File: config.mk
export PLATFORM = sky130hd
export DESIGN_NAME = tlzw_pack
export DESIGN_NICKNAME = d
export VERILOG_FILES = /design/src/sv/tlzw_pkg.sv /design/src/sv/tlzw_pack.sv
export SDC_FILE = /design/constraint.sdc
export NUM_CORES = 1
export LEC_CHECK = 0
export BUFFER_PORTS_ARGS = -buffer_cell sky130_fd_sc_hd__buf_4
export CAP_MARGIN = 30
export CORE_MARGIN = 2
export CORE_UTILIZATION = 35
export DETAILED_ROUTE_END_ITERATION = 16
export GPL_TIMING_DRIVEN = 0
export PLACE_DENSITY_LB_ADDON = 0.3
export SKIP_LAST_GASP = 1
export SLEW_MARGIN = 20
export SYNTH_ARGS = -nofsm -noshare
export SYNTH_HDL_FRONTEND = slang
export SYNTH_SLANG_ARGS = --single-unit
export TNS_END_PERCENT = 10
File: constraint.sdc
create_clock -name clk_i -period 3.2 [get_ports clk_i]
set_clock_uncertainty 0.2 [all_clocks]
set_input_delay 0.96 -clock clk_i [delete_from_list [all_inputs] [get_ports clk_i]]
set_output_delay 0.96 -clock clk_i [all_outputs]
set_load 0.005 [all_outputs]
File: src/sv/tlzw_pkg.sv
// ----------------------------------------------------------------------------
// tlzw_pkg: shared types and constants
// Code values, width limits and the request types that pass between the
// control sequencer, the dictionary memory and the bit packer.
// ----------------------------------------------------------------------------
package tlzw_pkg;

  localparam logic [11:0] CodeClear = 12'd256;
  localparam logic [11:0] CodeEoi   = 12'd257;
  localparam logic [11:0] CodeFirst = 12'd258;
  localparam logic [11:0] CodeLimit = 12'd4094;
  localparam logic [31:0] HashMul   = 32'd2654435761;
  localparam logic [3:0]  WidthMin  = 4'd9;
  localparam logic [3:0]  WidthMax  = 4'd12;
  localparam logic [7:0]  EpochNone = 8'd0;
  localparam logic [7:0]  EpochMax  = 8'd255;

  // One dictionary slot; epoch zero marks an empty slot.
  typedef struct packed {
    logic [7:0]  epoch;
    logic [19:0] key;
    logic [11:0] code;
  } slot_t;

  // Code request to the bit packer.
  typedef struct packed {
    logic        valid;
    logic [11:0] code;
    logic [3:0]  width;
    logic        last;
  } send_req_t;

endpackage

File: src/sv/tlzw_pack.sv
// ----------------------------------------------------------------------------
// tlzw_pack: MSB-first bit packer
// Appends variable-width codes to a bit buffer; emits one byte per cycle via
// an output register while not stalled; pads and flags a strip's final byte.
// ----------------------------------------------------------------------------
module tlzw_pack (
  input  logic                clk_i,
  input  logic                rst_ni,
  input  tlzw_pkg::send_req_t req_i,
  output logic                ready_o,
  output logic                out_valid_o,
  input  logic                out_stall_i,
  output logic [7:0]          code_byte_o,
  output logic                strip_done_o
);

  logic [19:0] buf_q, buf_d;
  logic [4:0]  cnt_q, cnt_d;
  logic        pend_q, pend_d;
  logic        ov_q, ov_d;
  logic [7:0]  byte_q, byte_d;
  logic        done_q, done_d;
  logic        load_ok;
  logic [31:0] shifted;
  logic [19:0] extract;
  logic [7:0]  pad;
  logic [4:0]  cnt_rem;

  assign ready_o = (cnt_q < 5'd8) && !pend_q;
  assign load_ok = !ov_q || !out_stall_i;
  assign cnt_rem = cnt_q - 5'd8;
  assign extract = buf_q >> cnt_rem;
  assign pad     = buf_q[7:0] << (5'd8 - cnt_q);
  assign shifted = {12'b0, buf_q} << req_i.width;

  always_comb begin
    buf_d  = buf_q;
    cnt_d  = cnt_q;
    pend_d = pend_q;
    ov_d   = ov_q && out_stall_i;
    byte_d = byte_q;
    done_d = done_q;
    if (req_i.valid && ready_o) begin
      buf_d  = shifted[19:0] | {8'b0, req_i.code};
      cnt_d  = cnt_q + {1'b0, req_i.width};
      pend_d = req_i.last;
    end else if (load_ok) begin
      if (cnt_q >= 5'd8) begin
        ov_d   = 1'b1;
        byte_d = extract[7:0];
        done_d = pend_q && (cnt_rem == 5'd0);
        cnt_d  = cnt_rem;
        if (pend_q && cnt_rem == 5'd0) begin
          pend_d = 1'b0;
        end
      end else if (pend_q) begin
        // flush remaining bits zero-padded
        ov_d   = (cnt_q != 5'd0) || (ov_q && out_stall_i);
        byte_d = pad;
        done_d = 1'b1;
        cnt_d  = 5'd0;
        pend_d = 1'b0;
      end
    end
  end

  always_ff @(posedge clk_i or negedge rst_ni) begin
    if (!rst_ni) begin
      cnt_q  <= 5'd0;
      pend_q <= 1'b0;
      ov_q   <= 1'b0;
    end else begin
      cnt_q  <= cnt_d;
      pend_q <= pend_d;
      ov_q   <= ov_d;
    end
  end

  always_ff @(posedge clk_i) begin
    buf_q  <= buf_d;
    byte_q <= byte_d;
    done_q <= done_d;
  end

  assign out_valid_o  = ov_q;
  assign code_byte_o  = byte_q;
  assign strip_done_o = done_q;

endmodule

==> results.sh, run 1 <==
export IMPL_path_buf_inv=5
export IMPL_outcome="finished, final reports clean"
export IMPL_r2r_slack_ns=0.26
export IMPL_core_region_area_um2=9640
export IMPL_drc=0
export IMPL_p_leak_nw=1.55
export IMPL_cp_slowest_cell="mux4_2"
export IMPL_critPathLaunch="cnt_q[0]"
export IMPL_hold_path_class="in2async"
export IMPL_r2r_end="code_byte_o[7]"
export IMPL_ys_seq_elements=36
export IMPL_crit_top_cell="buf_6"
export IMPL_start_kind="register"
export IMPL_die_w_um=103
export IMPL_post_cts_setup_buffers=0
export IMPL_start_util_pct=35.7
export IMPL_die_h_um=103
export IMPL_n_antenna_cell=0
export IMPL_critPathMaxStageDelay_ns=0.55
export IMPL_wire_per_inst_um=19.0
export IMPL_grt_max_degree=26
export IMPL_worstRegToRegCells=9
export IMPL_insertion_delay_ns=0.30
export IMPL_endpoint="code_byte_o[7]"
export IMPL_tns_ns=0
export IMPL_final_antenna_net_count=0
export IMPL_rows=36
export IMPL_routed_wl_mm=9.97
export IMPL_place_congestion=0.973
export IMPL_synth_edff_count=29
export IMPL_crit_path_end_kind="register"
export IMPL_async_flop_share_pct=19.4
export IMPL_syn_area_um2=3440
export IMPL_grt_pass1_vias=3074
export IMPL_fmax_mhz=340
export IMPL_path_delay_family="buffers and inverters"
export IMPL_cts_tree="built"
export IMPL_critPathKind="reg2reg"
export IMPL_cts_buffers=5
export IMPL_peakVddDrop_v=0.000326
export IMPL_dieArea_um2=10600
export IMPL_setup_viol=0
export IMPL_ctsLongestPathBuffers=2
export IMPL_num_vias=3082
export IMPL_slew_limit_headroom_pct=49.7
export IMPL_fillerInstances=985
export IMPL_viasPerCell=5.88
export IMPL_grt_overflow_total=0
export IMPL_firstDrtPassIters=4
export IMPL_grt_pass1_wl_mm=16.1
export IMPL_layout_nets=418
export IMPL_synth_area_per_cell_um2=9.78
export IMPL_portBuffers=31
export IMPL_ctsHoldBuffers=0
export IMPL_period_share_pct=91.9
export IMPL_pwr_density_cell_nw_per_um2=934
export IMPL_cap_viol_max_count=0
export IMPL_tightest_slew_ns=0.752
export IMPL_hold_viol=0
export IMPL_clk_pin_slew_ns=0.08
export IMPL_rsz0062_at_grt="no"
export IMPL_timing_rr_start="cnt_q[0]"
export IMPL_synth_cells=352
export IMPL_antenna_found_initial=0
export IMPL_drive_gt1_share_pct=23.8
export IMPL_clkSinkCount=36
export IMPL_yosys_warnings=0
export IMPL_ys_seq_area_share_pct=30.4
export IMPL_area_delta_synth_final_pct=14.8
export IMPL_synth_net_count=380
export IMPL_ys_types=66
export IMPL_drt_initial_drc_count=278
export IMPL_pin_count=32
export IMPL_cts_root_buf="clkbuf_8"
export IMPL_required_ns=3.02
export IMPL_cp_arrival_ns=2.77
export IMPL_fin_crit_ns=2.94
export IMPL_fin_util_pct=41.0
export IMPL_cts_resized=0
export IMPL_cp_max_fo=10
export IMPL_dp_hpwl_mm=7.58
export IMPL_grt_use_total_pct=19.7
export IMPL_crit_cells=9
export IMPL_slew_viol_final=0
export IMPL_synth_flop_cell="edfxtp_1"
export IMPL_htreeDepth=2
export IMPL_path_cells="buf_6, inv_2, buf_6, buf_4, ha_1, buf_2, mux4_2, a21oi_1, o32ai_1"
-- metal layers --
layer,global-route usage [%],vias up,wire (µm)
met3,2.76,31,492
met4,7.69,0,328
met2,32.7,122,4660
met5,0,-,0
met1,26.1,1489,4480
li1,-,1440,-
-- cell families after synthesis --
kind of cell	share of synthesized area, %
AO/OA/AOI/OAI	19.2
AND/OR/NAND/NOR	14.3
multiplexers	26.1
buffers and inverters	6.14
flip-flops	30.4
adder cells (fa/ha/maj)	2.76
XOR/XNOR	1.02
-- placed cells by master, fill, tap and decap left out, types with 7 or more instances in the layout --
cell,Yosys,layout
mux2i_1,40,40
buf_4,6,37
nor2_1,29,29
edfxtp_1,29,29
nand2_1,25,25
a21oi_1,25,25
o21ai_0,16,16
mux4_2,14,14
mux2_2,11,11
nand3_1,11,11
buf_2,10,10
a211oi_1,9,9
nor2b_1,8,8
o22ai_1,7,7
clkbuf_1,7,7
nor3_1,7,7
dfrtp_1,7,7
-- layout make-up --
cell class / instances / area, µm² / share of cell area, %
Buffer: 29 / 185 / 4.69
Clock buffer: 5 / 68.8 / 1.74
Inverter: 7 / 26.3 / 0.665
Tap cell: 133 / 166 / 4.21
Timing Repair Buffer: 31 / 233 / 5.89
Sequential cell: 36 / 1050 / 26.5
Clock inverter: 3 / 42.5 / 1.08
Multi-Input combinational cell: 280 / 2180 / 55.3
-- where the power goes --
group | internal, W | switching, W
sequential | 0.000741 | 0.000145
combinational | 0.00102 | 0.00137
clock | 0.000231 | 0.000186
total | 0.00199 | 0.00170
-- cells in the mapped netlist, types with 2 or more instances --
master | number | area [µm²]
a211oi_1 | 9 | 67.6
a21o_1 | 6 | 45.0
a21oi_1 | 25 | 125
a22o_1 | 3 | 26.3
a22oi_1 | 2 | 15.0
a31oi_1 | 4 | 25.0
a41oi_1 | 2 | 17.5
and3_1 | 2 | 12.5
buf_2 | 10 | 50.1
buf_4 | 6 | 45.0
buf_6 | 4 | 45.0
clkbuf_1 | 7 | 26.3
dfrtp_1 | 7 | 175
edfxtp_1 | 29 | 871
ha_1 | 6 | 75.1
inv_1 | 4 | 15.0
inv_2 | 3 | 11.3
mux2_1 | 2 | 22.5
mux2_2 | 11 | 124
mux2i_1 | 40 | 400
mux4_2 | 14 | 315
nand2_1 | 25 | 93.8
nand2b_1 | 4 | 25.0
nand3_1 | 11 | 55.1
nor2_1 | 29 | 109
nor2b_1 | 8 | 50.1
nor3_1 | 7 | 35.0
nor4b_1 | 2 | 17.5
o211ai_1 | 2 | 15.0
o21ai_0 | 16 | 80.1
o21ai_1 | 2 | 10.0
o21bai_1 | 4 | 30.0
o22ai_1 | 7 | 43.8
o31ai_1 | 2 | 15.0
o32ai_1 | 3 | 26.3
or3_1 | 2 | 12.5
xnor2_1 | 3 | 26.3
-- stage by stage --
stage	std cells	hold WS [ns]	power (W)	cell area, µm²	setup WS (ns)
after global placement	516	0.347	0.00324	3840	0.316
final	524	0.262	0.00369	3950	0.260
after floorplan	352	0.325	0.00258	3440	0.615
after global routing	524	0.263	0.00394	3950	0.149
after CTS	524	0.263	0.00366	3950	0.273
after detailed placement	516	0.353	0.00323	3840	0.297
-- worst min-delay path by stage --
stage	startpoint	endpoint	slack (ns)
finish	rst_ni	cnt_q[3]	0.26
global route	rst_ni	cnt_q[1]	0.26
CTS	rst_ni	cnt_q[1]	0.26
detailed placement	out_valid_o	out_valid_o	0.35
global placement	out_valid_o	out_valid_o	0.35
floorplan	out_valid_o	out_valid_o	0.33
-- sequential cells by signal, indices dropped and copies added (netlist names) --
register / flops
buf_q: 20
pend_q: 1
cnt_q: 5
out_valid_o: 1
strip_done_o: 1
code_byte_o: 8
No activity file was read; power rests on OpenSTA's default activity.
==> run 2: changes to the inputs <==
--- a/config.mk
+++ b/config.mk
@@ -8,7 +8,7 @@
 export BUFFER_PORTS_ARGS = -buffer_cell sky130_fd_sc_hd__buf_4
 export CAP_MARGIN = 30
 export CORE_MARGIN = 2
-export CORE_UTILIZATION = 35
+export CORE_UTILIZATION = 40
 export DETAILED_ROUTE_END_ITERATION = 16
 export GPL_TIMING_DRIVEN = 0
 export PLACE_DENSITY_LB_ADDON = 0.3
==> run 2 against run 1 <==
Sequential share of layout area grew 0.40 points. Maximum frequency up 1.9%. Sequential power about the same.
==> results.sh, run 2 (synthesis gave the netlist of run 1 again) <==
export IMPL_peakVddDrop_v=0.000291
export IMPL_grt_pass1_vias=3030
export IMPL_grt_max_degree=26
export IMPL_tightest_slew_ns=0.652
export IMPL_hold_viol=0
export IMPL_place_ws_ns=0.318
export IMPL_drive_gt1_share_pct=23.8
export IMPL_num_vias=3080
export IMPL_rows=33
export IMPL_slew_viol_final=0
export IMPL_cts_tree="built"
export IMPL_routed_wl_mm=10.0
export IMPL_fin_crit_ns=2.88
export IMPL_clkSinkCount=36
export IMPL_power_w=0.00363
export IMPL_firstDrtPassIters=6
export IMPL_largest_register_ffs=20
export IMPL_hold_path_class="in2async"
export IMPL_antenna_found_initial=0
export IMPL_die_w_um=96.8
export IMPL_critPathKind="reg2reg"
export IMPL_r2r_slack_ns=0.32
export IMPL_outcome="finished, final reports clean"
export IMPL_setup_ws_ns=0.315
export IMPL_cp_max_fo=10
export IMPL_clk_pin_slew_ns=0.09
export IMPL_regMostFlops="buf_q"
export IMPL_wire_per_inst_um=20.3
export IMPL_crit_path_end_kind="register"
export IMPL_cts_buffers=5
export IMPL_drc=0
export IMPL_pwr_density_cell_nw_per_um2=933
export IMPL_ctsLongestPathBuffers=2
export IMPL_htreeDepth=2
export IMPL_insertion_delay_ns=0.30
export IMPL_layout_nets=418
export IMPL_place_congestion=1.01
export IMPL_drt_initial_drc_count=174
export IMPL_p_leak_nw=1.55
export IMPL_tns_ns=0
export IMPL_final_common_cell="mux2i_1"
export IMPL_cts_resized=0
export IMPL_post_cts_setup_buffers=0
export IMPL_setup_viol=0
export IMPL_die_h_um=96.8
export IMPL_viasPerCell=6.21
export IMPL_grt_pass1_wl_mm=16.0
export IMPL_rsz0062_at_grt="no"
export IMPL_start_util_pct=41.5
export IMPL_dp_hpwl_mm=7.56
export IMPL_final_antenna_net_count=0
export IMPL_cp_arrival_ns=2.70
export IMPL_cap_viol_max_count=0
export IMPL_final_cell_mix="mux2i_1, buf_4, nor2_1, edfxtp_1"
export IMPL_grt_use_total_pct=21.1
export IMPL_fmax_mhz=347
export IMPL_dieArea_um2=9360
export IMPL_pin_count=32
export IMPL_cts_root_buf="clkbuf_8"
export IMPL_grt_overflow_total=0
export IMPL_ctsHoldBuffers=0
export IMPL_required_ns=3.02
export IMPL_start_kind="register"
export IMPL_core_region_area_um2=8300
export IMPL_area_delta_synth_final_pct=13.1
export IMPL_n_antenna_cell=0
export IMPL_slew_limit_headroom_pct=56.4
export IMPL_period_share_pct=90.1
export IMPL_portBuffers=31
## run 2: cell types whose count changed in the layout (fill, tap and decap cells not counted), sizes merged
cell	before	now
clkinv	1	3
clkinvlp	1	0
bufinv	1	0
## run 2: through the flow
| step | util [%] | cells | hold WS (ns) | area [µm²] |
|---|---|---|---|---|
| 6_report | 46.9 | 496 | 0.257 | 3890 |
| 3_3_place_gp | 45.9 | 488 | 0.346 | 3810 |
| 3_5_place_dp | 45.9 | 488 | 0.351 | 3810 |
| 5_1_grt | 46.9 | 496 | 0.251 | 3890 |
| 4_1_cts | 46.9 | 496 | 0.259 | 3890 |
| 2_1_floorplan | - | 352 | 0.325 | 3440 |
## run 2: path summary, 6_finish.rpt
kind                              from        endpoint  depth (start not counted)
max                           cnt_q[0]  code_byte_o[7]                          9
min                             rst_ni        cnt_q[0]                          1
max reg2reg                   cnt_q[0]  code_byte_o[7]                          9
min reg2reg                out_valid_o     out_valid_o                          2
max in group asynchronous       rst_ni          pend_q                          1
min in group clk_i         out_valid_o     out_valid_o                          2
## run 2: where the power goes
part / switching, W / internal, W
Clock: 0.000195 / 0.000152
Sequential: 0.000144 / 0.000741
Combinational: 0.00138 / 0.00102
Total: 0.00172 / 0.00191
## run 2: routing by layer
metal | global-route usage (%) | vias to the layer above | part of all wire, %
met3 | 3.61 | 26 | 6.1
met4 | 7.58 | 0 | 3.2
met2 | 34.3 | 133 | 46
li1 | - | 1436 | -
met1 | 28.3 | 1485 | 44
met5 | 0 | - | 0
## run 2: cell type report
type                            instances  area, µm²
Inverter                                7       26.3
Fill cell                             789       4410
Clock inverter                          3       18.8
Sequential cell                        36       1050
Tap cell                              105        131
Clock buffer                            5       68.8
Timing Repair Buffer                   31        233
Multi-Input combinational cell        280       2180
Buffer                                 29        185
## run 2: worst max-delay path: stages (launching register included)
cell and delay (ns):
dfrtp_1 0.38, buf_6 0.19, inv_2 0.08, buf_6 0.15, buf_4 0.18, ha_1 0.37, buf_2 0.27, mux4_2 0.53
a21oi_1 0.16, o32ai_1 0.11
